**src/rtl/bee_pkg.sv**
```systemverilog
// ----------------------------------------------------------------------------
// bee_pkg
// Shared constants and types for the byte entropy estimator.
// ----------------------------------------------------------------------------
package bee_pkg;
  localparam int COUNT_BITS_DEF = 24;
  localparam int BINS = 256;
  localparam int BIN_AW = 8;
  localparam int LOG_FRAC = 16;
  localparam int OUT_FRAC = 12;
  localparam int ENT_W = 16;
  localparam int TOTAL_W = 24;
  localparam logic [ENT_W-1:0] ENT_MAX = 16'd32768;
  localparam logic [TOTAL_W-1:0] TOTAL_MAX = 24'hFFFFFF;

  typedef struct packed {
    logic clr_start;   // start clearing sweep
    logic walk_start;  // start bin walk
    logic log_start;   // start log of selected operand
    logic log_sel_n;   // 1: log of n, 0: log of current bin
    logic acc_bin;     // accumulate c*L(c)
    logic acc_whole;   // form n*L(n)
    logic div_start;   // start final division
    logic bin_next;    // advance walk address
  } bee_cmd_t;

  typedef struct packed {
    logic clr_done;
    logic walk_last;
    logic bin_zero;
    logic log_done;
    logic div_done;
  } bee_sts_t;
endpackage

```
**src/rtl/bee_ctrl.sv**
```systemverilog
// ----------------------------------------------------------------------------
// bee_ctrl
// Sequencer for histogram fill, bin walk, division and result handoff.
// ----------------------------------------------------------------------------
module bee_ctrl import bee_pkg::*; (
  input  logic     clk,
  input  logic     rst_n,
  input  logic     in_valid,
  input  logic     in_last,
  output logic     in_ready,
  input  logic     hist_busy,
  input  bee_sts_t sts,
  output bee_cmd_t cmd,
  output logic     out_load,
  input  logic     out_free
);
  typedef enum logic [10:0] {
    S_CLEAR = 11'b00000000001,
    S_FILL  = 11'b00000000010,
    S_DRAIN = 11'b00000000100,
    S_RD    = 11'b00000001000,
    S_CHK   = 11'b00000010000,
    S_LOG   = 11'b00000100000,
    S_ACC   = 11'b00001000000,
    S_NLOG  = 11'b00010000000,
    S_DIV   = 11'b00100000000,
    S_WAIT  = 11'b01000000000,
    S_OUT   = 11'b10000000000
  } st_t;
  st_t st_r, st_nxt;

  assign in_ready = (st_r == S_FILL);

  always_comb begin
    st_nxt = st_r;
    cmd = '0;
    out_load = 1'b0;
    unique case (st_r)
      S_CLEAR: if (sts.clr_done) st_nxt = S_FILL;
      S_FILL:  if (in_valid && in_last) st_nxt = S_DRAIN;
      S_DRAIN: if (!hist_busy) begin
        cmd.walk_start = 1'b1;
        st_nxt = S_RD;
      end
      S_RD: st_nxt = S_CHK;
      S_CHK: begin
        if (sts.walk_last) begin
          cmd.log_start = 1'b1;
          cmd.log_sel_n = 1'b1;
          st_nxt = S_NLOG;
        end else if (sts.bin_zero) begin
          cmd.bin_next = 1'b1;
          st_nxt = S_RD;
        end else begin
          cmd.log_start = 1'b1;
          st_nxt = S_LOG;
        end
      end
      S_LOG: if (sts.log_done) st_nxt = S_ACC;
      S_ACC: begin
        cmd.acc_bin = 1'b1;
        cmd.bin_next = 1'b1;
        st_nxt = S_RD;
      end
      S_NLOG: if (sts.log_done) begin
        cmd.acc_whole = 1'b1;
        st_nxt = S_DIV;
      end
      S_DIV: begin
        cmd.div_start = 1'b1;
        st_nxt = S_WAIT;
      end
      S_WAIT: if (sts.div_done) st_nxt = S_OUT;
      S_OUT: if (out_free) begin
        out_load = 1'b1;
        cmd.clr_start = 1'b1;
        st_nxt = S_CLEAR;
      end
      default: st_nxt = S_CLEAR;
    endcase
  end

  always_ff @(posedge clk) begin
    if (!rst_n) begin
      st_r <= S_CLEAR;
    end else begin
      st_r <= st_nxt;
    end
  end
endmodule
```
**config.mk**
```make
export PLATFORM = sky130hd
export DESIGN_NAME = bee_ctrl
export DESIGN_NICKNAME = d
export VERILOG_FILES = /design/src/rtl/bee_pkg.sv /design/src/rtl/bee_ctrl.sv
export SDC_FILE = /design/constraint.sdc
export NUM_CORES = 1
export LEC_CHECK = 0
export CAP_MARGIN = 20
export CORE_MARGIN = 10
export CORE_UTILIZATION = 30
export DETAILED_ROUTE_END_ITERATION = 8
export DONT_BUFFER_PORTS = 1
export PLACE_DENSITY = 0.55
export REMOVE_ABC_BUFFERS = 1
export SYNTH_ARGS = -nofsm -noshare
export SYNTH_HDL_FRONTEND = slang
export SYNTH_SLANG_ARGS = --single-unit
```
**constraint.sdc**
```tcl
create_clock -name clk -period 3.6 [get_ports clk]
set_clock_uncertainty 0.05 [all_clocks]
set_input_delay 0.18 -clock clk [delete_from_list [all_inputs] [get_ports clk]]
set_output_delay 0.18 -clock clk [all_outputs]
set_load 0.01 [all_outputs]
```
* Yosys cells after proc, flatten, opt, wreduce, memory -nomap -nowiden
Cells that the tools add are included.
Word-level totals: bits of input ports 11, flip-flop bits (word level) 11, word-level logic and storage cells 46
Operators by class: reduce and logical (&&, ||, !) cells 2, muxes and demuxes 25, equality and inequality tests 18
Operators with widths (number):
- $pmux 11 s11 | 1
- $mux 11 | 8
- $mux 1 | 13
- $ne 2x2->1 const B | 6
- $eq 11x1->1 const B | 1
- $eq 11x10->1 const B | 1
- $eq 11x11->1 const B | 1
- $eq 11x2->1 const B | 1
- $eq 11x3->1 const B | 1
- $eq 11x4->1 const B | 1
- $eq 11x5->1 const B | 1
- $eq 11x6->1 const B | 1
- $eq 11x7->1 const B | 1
- $eq 11x8->1 const B | 1
- $eq 11x9->1 const B | 1
- $reduce_and 7->1 | 1
- $mux 6 | 1
- $mux 2 | 1
- $ne 2x1->1 const B | 1
- $pmux 1 s2 | 1
- $logic_and 1x1->1 | 1

* Logic depth before layout (Yosys ltp)
Gate-level depths: netlist of run 1.
depth after elaboration 3, depth in mapped cells 6, mapped depth without buffers 5

* Worst setup path after synthesis of run 1
OpenSTA, ideal clock, no wires.
path kind register to output, from reg st_r[0], to out cmd[7] (netlist name), data required time 3.370 ns, cell stages (with the launch flop) 6, slack 1.763 ns, data arrival time 1.607 ns, cells stage by stage dfxtp_1 > buf_6 > nor4_4 > nand2_1 > nor4_1 > buf_4
On the way: longest elaborated chain between the ends 2
RTL lines:
- from (decl) | RTL line bee_ctrl.sv:30 | st_t st_r, st_nxt;
- from (signal assigned) | RTL line bee_ctrl.sv:87 | st_r <= st_nxt;
- $eq 11x11->1
- $mux 1
- to (decl) | RTL line bee_ctrl.sv:13 | output bee_cmd_t cmd,
Every way passes these cells.

* Final worst setup path of run 1
from reg st_r[1], to out out_load
On the way: longest elaborated chain between the ends 2
RTL lines:
- $eq 11x11->1 | RTL line bee_ctrl.sv:38 | unique case (st_r)
- $mux 1 | RTL line bee_ctrl.sv:38
- to (decl) | RTL line bee_ctrl.sv:14 | output logic out_load,
Every way passes these cells.

==> results of run 1 <==
final timing paths:
| kind | cells past startpoint | end | slack (ns) | from |
|---|---|---|---|---|
| hold reg to reg | 2 | st_r[4] | 0.54 | st_r[3] |
| setup / recovery | 3 | out_load | 1.31 | st_r[1] |
| hold / removal | 2 | st_r[7] | 0.03 | sts[3] |
| setup reg to reg | 5 | st_r[2] | 1.60 | st_r[8] |
per-stage QoR:
stage               setup slack [ns]  cell area, um2  utilization
finish                          1.31             913        0.331
global route                    1.13             913        0.331
CTS                             1.27             913        0.331
detailed placement              1.60             877        0.318
global placement                1.62             877        0.318
floorplan                       1.79             838            -
metal layers:
layer	track usage	wire [um]	up-vias
met5	0	0	-
met4	0.0497	51	0
met3	0.0215	89	5
met2	0.138	1090	14
met1	0.0975	1030	368
li1	-	-	387
timing repair:
action                                 4_1_cts  5_1_grt
resized for setup                            0        0
hold buffers                                 1        0
setup buffers                                0        0
endpoints found under the hold margin        3        0
area by class of cell:
| cell class | count | area [um2] |
|---|---|---|
| Clock buffer | 4 | 26.3 |
| Fill cell | 294 | 1840 |
| Inverter | 5 | 18.8 |
| Multi-Input combinational cell | 84 | 599 |
| Sequential cell | 11 | 220 |
| Tap cell | 31 | 38.8 |
| Timing Repair Buffer | 1 | 10.0 |
where the power goes:
| part | switching (uW) | total [uW] | internal (uW) |
|---|---|---|---|
| Combinational | 111 | 210 | 98.1 |
| Sequential | 41.0 | 176 | 135 |
| Clock | 47.1 | 90.2 | 43.1 |
| Total | 200 | 475 | 276 |
cells by family (layout without fill, tap and decap cells):
logic type,count (synthesis),in the layout
xor+xnor,2,2
compound gates,27,27
mux,1,1
simple gates,54,54
buf+inv,9,10
flops,11,11
cell usage in the layout, fill, tap and decap left out, types with 2 or more instances in the layout:
| cell | n |
|---|---|
| sky130_fd_sc_hd__nor4_4 | 2 |
| sky130_fd_sc_hd__nor3b_1 | 5 |
| sky130_fd_sc_hd__nor2_1 | 12 |
| sky130_fd_sc_hd__a21oi_1 | 5 |
| sky130_fd_sc_hd__and2_1 | 2 |
| sky130_fd_sc_hd__nor2b_1 | 5 |
| sky130_fd_sc_hd__inv_1 | 5 |
| sky130_fd_sc_hd__nand2_1 | 7 |
| sky130_fd_sc_hd__nor4_1 | 2 |
| sky130_fd_sc_hd__nand3_1 | 9 |
| sky130_fd_sc_hd__a41o_1 | 2 |
| sky130_fd_sc_hd__nor3_1 | 3 |
| sky130_fd_sc_hd__o21ai_0 | 6 |
| sky130_fd_sc_hd__clkbuf_4 | 3 |
| sky130_fd_sc_hd__dfxtp_1 | 11 |
| sky130_fd_sc_hd__o21ai_1 | 2 |
==> impl_summary.txt, run 1 <==
----------------------------------------------------
[Status]
  Status ... completed

[Final layout]
  Largest registers ... st_r: 11 flops
  # nets final ... 117
  Antenna Cells ... 0
  P&R area growth vs syn ... 5.34%
  Fraction of layout cells with a size suffix above 1 ... 0.143
  Flip-flop count of the largest register after layout ... 11
  Reg with most FFs ... st_r
  Number of standard cells in the layout, taps in and fillers out ... 136

[Synth]
  Most numerous cell types in the synthesized netlist ... sky130_fd_sc_hd__nor2_1 (12), sky130_fd_sc_hd__dfxtp_1 (11), sky130_fd_sc_hd__nand3_1 (9)
  Number of enable flip-flop cells after synthesis ... 0
  Gate Count Post-Synth ... 104
  Largest cells by area after synthesis ... sky130_fd_sc_hd__dfxtp_1 (25%), sky130_fd_sc_hd__nand3_1 (5.2%), sky130_fd_sc_hd__nor2_1 (5.2%)
  Multiplexer share of the synthesized area ... 0.0159
  Distinct cells, synth ... 40
  Area share of xor/xnor cells in the synthesized design ... 0.0202
  Most numerous cell in the Yosys netlist ... sky130_fd_sc_hd__nor2_1
  Post-synthesis share of cell area spent on full adders, half adders and majority gates ... 0
  Yosys warning count ... 0
  Synthesized-area fraction occupied by ao, oa, aoi and oai cells ... 0.264
  Synthesized area ... 867 um2
  Predominant post-synthesis flop cell ... sky130_fd_sc_hd__dfxtp_1
  Mean post-synth cell area ... 8.34 um2
  Top cell type by total area after synthesis ... sky130_fd_sc_hd__dfxtp_1
  Part of the Yosys area used for sequential elements ... 0.254
  Post-synth top area share ... 0.254
  Async set-reset flop share out of synthesis ... 0
  Post-synthesis simple-gate area fraction ... 0.391
  Total of flip-flops plus latches after synthesis ... 11
  Combinational family with the most area after synthesis ... simple AND/OR/NAND/NOR gates

[Floorplan]
  # IOs ... 21
  Standard-cell rows ... 19
  Initial core utilization ... 0.314
  Height of the die ... 73.8 um
  Core Area ... 0.00276 mm2
  DIE WIDTH ... 73.8 um
  Total Die Area ... 0.00544 mm2

[Place]
  Weighted congestion reported at the end of routability-driven placement ... 0.829
  Detailed-placement wirelength estimate ... 1.80 mm
  Count of input and output buffers ... 0
  Placed cells ... 131

[GRT]
  Overall global routing resource usage ... 0.0850
  Total gr overflow ... 0
  Maximum number of pins on one net before global-route repair ... 12
  First-pass GRT wire length ... 3.64 mm
  Number of antenna violations at the first check in global routing ... 0
  Number of global-route vias before repair ... 796

[STA]
  Fin Setup TNS ... 0 ns
  Max Clock Freq ... 436 MHz
  Fin crit period ... 2.29 ns
  Final period utilization ... 0.637
  Max Transition Viols Final ... 0
  Final setup viols ... 0
  Setup repair after global routing missed its margin ... false
  Hold Violations, Final ... 0
  Worst Hold Margin ... 0.0275 ns
  Relative slew slack ... 0.383
  Slew @ Worst Pin ... 0.918 ns

[Worst setup path]
  Top Family by Delay on Critical Path ... simple AND/OR/NAND/NOR gates
  Worst setup SP type ... flop
  Critical path peak fanout ... 11
  Critical path, cell by cell ... nor4_4 > nand2_1 > nor4_1
  Capturing element type of the critical path ... primary output
  Biggest cell delay along the critical path ... 0.78 ns
  WS Path Type ... reg2out
  Arrival @ worst endpoint ... 2.06 ns
  WP buf/inv ... 0
  Cell with the largest stage delay on the worst path ... sky130_fd_sc_hd__nor4_1
  Data required time at the worst endpoint ... 3.37 ns

[Power and ir drop]
  Leakage power summed over all cells ... 0.000315 uW
  Total power of the final layout ... 475 uW
  IR Drop Worst-Case VDD ... 0.000273 V
  Power density over cell area ... 520 mW/mm2

[Route]
  Per-cell via count in the routed design ... 5.69
  Wire length per cell ... 16.6 um
  Post-route DRC violation count ... 0
  Pre-antenna DRT Iters ... 4
  Number of DRC violations after detailed-routing iteration 0 ... 15
  Via count ... 774
  Remaining antenna violation count ... 0
  Total routed wirelength ... 2.26 mm

[Clock network]
  Sinks on Clock Net ... 11
  CTS H-tree depth ... 1
  Total clock buffers created by CTS ... 3
  Latest clock arrival within the worst-skew pair ... 0.28 ns
  CTS tree ... yes
  Maximum clock path buffer count ... 2
  Clock tree root driver cell ... sky130_fd_sc_hd__clkbuf_4
  Clock transition at path regs ... 0.07 ns

[Run]
  Max-capacitance violation count ... 0

[Min path]
  Class of the tightest hold or removal check ... in2reg

----------------------------------------------------
(Power assumes the default switching activity.)
==> run 2: changes to the inputs <==
Settings changed: ABC_AREA from default to 1.
Clock period 3.6 ns to 2.3 ns, I/O delays scaled along.
==> impl_summary.txt, run 2 <==
----------------------------------------------------
[Status]
  Status ... completed

[Clock network]
  Clock tree root driver cell ... sky130_fd_sc_hd__clkbuf_4
  Number of cells upsized or downsized after cts ... 0 (unchanged)
  CTS tree ... yes
  Latest clock arrival within the worst-skew pair ... 0.27 ns (about the same)
  Clock transition at path regs ... 0.07 ns (about the same)
  Post-CTS setup buffers ... 0 (unchanged)
  Maximum clock path buffer count ... 2 (unchanged)
  CTS H-tree depth ... 1 (unchanged)
  Total clock buffers created by CTS ... 3 (unchanged)
  CTS hold repair buffers ... 3 (+2)
  Sinks on Clock Net ... 11 (unchanged)

[Floorplan]
  Core Area ... 0.00250 mm2 (-9.3%)
  DIE WIDTH ... 71.5 um (-3.1%)
  Initial core utilization ... 0.318 (+0.00339)
  Height of the die ... 71.5 um (-3.1%)
  # IOs ... 21 (unchanged)
  Total Die Area ... 0.00511 mm2 (-6.1%)
  Standard-cell rows ... 18 (-1)

[Place]
  Detailed-placement wirelength estimate ... 1.58 mm (-12%)
  Count of input and output buffers ... 0 (unchanged)
  Placed cells ... 166 (+27%)
  Weighted congestion reported at the end of routability-driven placement ... 0.859 (+3.7%)

[Min path]
  Number of stages on the worst hold path ... 4 (+2)
  Worst hold path startpoint ... sts[2]
  Class of the tightest hold or removal check ... in2reg
  Hold-critical path endpoint ... st_r[3]

[Final layout]
  P&R area growth vs syn ... 8.98%
  Flip-flop count of the largest register after layout ... 11 (unchanged)
  Fraction of layout cells with a size suffix above 1 ... 0.119 (-0.0240)
  Most common cell after layout, fill and taps aside ... sky130_fd_sc_hd__nand2_1
  Number of standard cells in the layout, taps in and fillers out ... 173 (+27%)
  Post-Route Utilization ... 0.346 (+0.0151)
  Reg with most FFs ... st_r
  # nets final ... 155 (+32%)
  Count of fill cells added during filler insertion ... 279 (-5.1%)
  Largest registers ... st_r: 11 flops
  Top library cells by usage in the layout, fill and taps aside ... sky130_fd_sc_hd__nand2_1 (37), sky130_fd_sc_hd__nor2_1 (26), sky130_fd_sc_hd__inv_1 (25)
  Antenna Cells ... 0 (unchanged)

[Worst setup path]
  WP buf/inv ... 1 (+1)
  Cell with the largest stage delay on the worst path ... sky130_fd_sc_hd__dlygate4sd3_1
  Internal reg-to-reg setup slack ... 0.26 ns (-1.34 ns)
  Crit path top cell by count ... sky130_fd_sc_hd__nor2_1
  WS Path Type ... reg2reg
  Data required time at the worst endpoint ... 2.47 ns (-0.90 ns)
  Critical path peak fanout ... 12 (+1)
  Capturing element type of the critical path ... flop
  Number of cells on the worst reg-to-reg path ... 10 (+5)
  Critical path, cell by cell ... nor2_1 > nand2_2 > nor2_4 > o21ai_1 > nor2_1 > nor2_1 > nand2_2 > nand2_1 > a21oi_2 > dlygate4sd3_1
  Worst r2r dst ... st_r[5]
  Critical register-to-register path startpoint ... st_r[2]
  Worst setup SP type ... flop
  Arrival @ worst endpoint ... 2.21 ns (+0.15 ns)
  Top Family by Delay on Critical Path ... simple AND/OR/NAND/NOR gates
  Biggest cell delay along the critical path ... 0.54 ns (-0.24 ns)

[Synth]
  Predominant post-synthesis flop cell ... sky130_fd_sc_hd__dfxtp_1
  Largest cells by area after synthesis ... sky130_fd_sc_hd__dfxtp_1 (28%), sky130_fd_sc_hd__nand2_1 (17%), sky130_fd_sc_hd__nor2_1 (12%)
  Synthesized area ... 795 um2 (-8.4%)
  Yosys warning count ... 0 (unchanged)
  Gate Count Post-Synth ... 139 (+34%)
  Top cell type by total area after synthesis ... sky130_fd_sc_hd__dfxtp_1
  Total of flip-flops plus latches after synthesis ... 11 (unchanged)
  Part of the Yosys area used for sequential elements ... 0.277 (+0.0232)
  Async set-reset flop share out of synthesis ... 0 (unchanged)
  Post-synth top area share ... 0.277 (+0.0232)
  Mean post-synth cell area ... 5.72 um2 (-31%)
  Most numerous cell types in the synthesized netlist ... sky130_fd_sc_hd__nand2_1 (37), sky130_fd_sc_hd__nor2_1 (26), sky130_fd_sc_hd__inv_1 (25)
  Number of enable flip-flop cells after synthesis ... 0 (unchanged)
  Distinct cells, synth ... 21 (-48%)
  Most numerous cell in the Yosys netlist ... sky130_fd_sc_hd__nand2_1

[Power and ir drop]
  Power density over cell area ... 1180 mW/mm2 (+130%)
  IR Drop Worst-Case VDD ... 0.000414 V (+51%)
  Leakage power summed over all cells ... 0.000481 uW (+53%)

[STA]
  Final setup viols ... 0 (unchanged)
  Relative slew slack ... 0.725 (+0.342)
  Final period utilization ... 0.887
  Slew @ Worst Pin ... 0.412 ns (-0.506 ns)
  Hold Violations, Final ... 0 (unchanged)
  Fin crit period ... 2.04 ns
  Max Clock Freq ... 490 MHz
  Fin Setup TNS ... 0 ns (unchanged)
  Setup repair after global routing missed its margin ... false
  Max Transition Viols Final ... 0 (unchanged)

[GRT]
  Maximum number of pins on one net before global-route repair ... 13 (+1)
  Overall global routing resource usage ... 0.0781 (-0.00689)
  Number of antenna violations at the first check in global routing ... 0 (unchanged)
  Total gr overflow ... 0 (unchanged)
  Number of global-route vias before repair ... 795 (-0.13%)
  First-pass GRT wire length ... 3.31 mm (-9.1%)

[Route]
  Remaining antenna violation count ... 0 (unchanged)
  Number of DRC violations after detailed-routing iteration 0 ... 35 (+20)
  Total routed wirelength ... 1.91 mm (-15%)
  Wire length per cell ... 11.1 um (-33%)
  Per-cell via count in the routed design ... 4.66 (-18%)
  Via count ... 806 (+4.1%)
  Pre-antenna DRT Iters ... 4 (unchanged)
  Post-route DRC violation count ... 0 (unchanged)

[Run]
  Max-capacitance violation count ... 0 (unchanged)

----------------------------------------------------
==> run 2: cell count changes after synthesis, sizes merged, moves of 4 or more <==
cell,before,now
a21oi,6,2
inv,5,28
nand2,7,41
nor2,13,31
nor2b,5,0
nor3b,5,0
nor4,4,0
o21ai,8,3
==> run 2: logic make-up after synthesis <==
kind of cell / synth area share
flip-flops: 0.277
buffers and inverters: 0.165
AND/OR/NAND/NOR: 0.521
AO/OA/AOI/OAI: 0.0362
==> run 2: cell type report <==
class                   count  area, um2  area share
multi-input cells          96        443       0.512
flip-flops and latches     11        220       0.254
inverters                  29        109       0.126
well taps                  30       37.5      0.0434
repair buffers              3       30.0      0.0347
clock buffers               4       26.3      0.0303
==> run 2: layer usage <==
| metal | track usage | part of all wire | vias to the layer above |
|---|---|---|---|
| li1 | - | - | 422 |
| met2 | 0.125 | 0.43 | 24 |
| met3 | 0.0248 | 0.063 | 5 |
| met5 | 0 | 0 | - |
| met1 | 0.0908 | 0.49 | 355 |
| met4 | 0.0387 | 0.020 | 0 |
==> run 2: how the worst max path moves through the flow <==
stage	startpoint	endpoint	slack, ns	cells past startpoint
final	st_r[2]	st_r[5]	0.26	10
after global routing	st_r[2]	st_r[5]	0.009	10
after CTS	st_r[2]	st_r[5]	0.26	10
after detailed placement	st_r[2]	st_r[4]	0.68	10
after global placement	st_r[1]	st_r[4]	0.68	10
after floorplan	st_r[7]	st_r[4]	0.90	10
==> run 2: tightest hold or removal path, delay by kind of cell <==
kind / cells / cell delay [ns]
buf+inv: 1 / 0.04
simple gates: 3 / 0.23
==> run 2: report_power, final <==
group / internal [uW] / total, uW / switching [uW]
Sequential: 244 / 292 / 48.0
Combinational: 195 / 593 / 398
Clock: 67.3 / 133 / 66.0
==> run 2: metrics by stage <==
| stage | setup WS [ns] | total power [uW] | instance area, um2 | hold WS [ns] |
|---|---|---|---|---|
| after detailed placement | 0.679 | 887 | 810 | 0.190 |
| after global placement | 0.683 | 882 | 810 | 0.189 |
| after CTS | 0.257 | 1030 | 866 | 0.107 |
| after floorplan | 0.902 | 790 | 772 | 0.185 |
| final | 0.260 | 1020 | 866 | 0.0975 |
| after global routing | 0.00928 | 1150 | 866 | 0.140 |
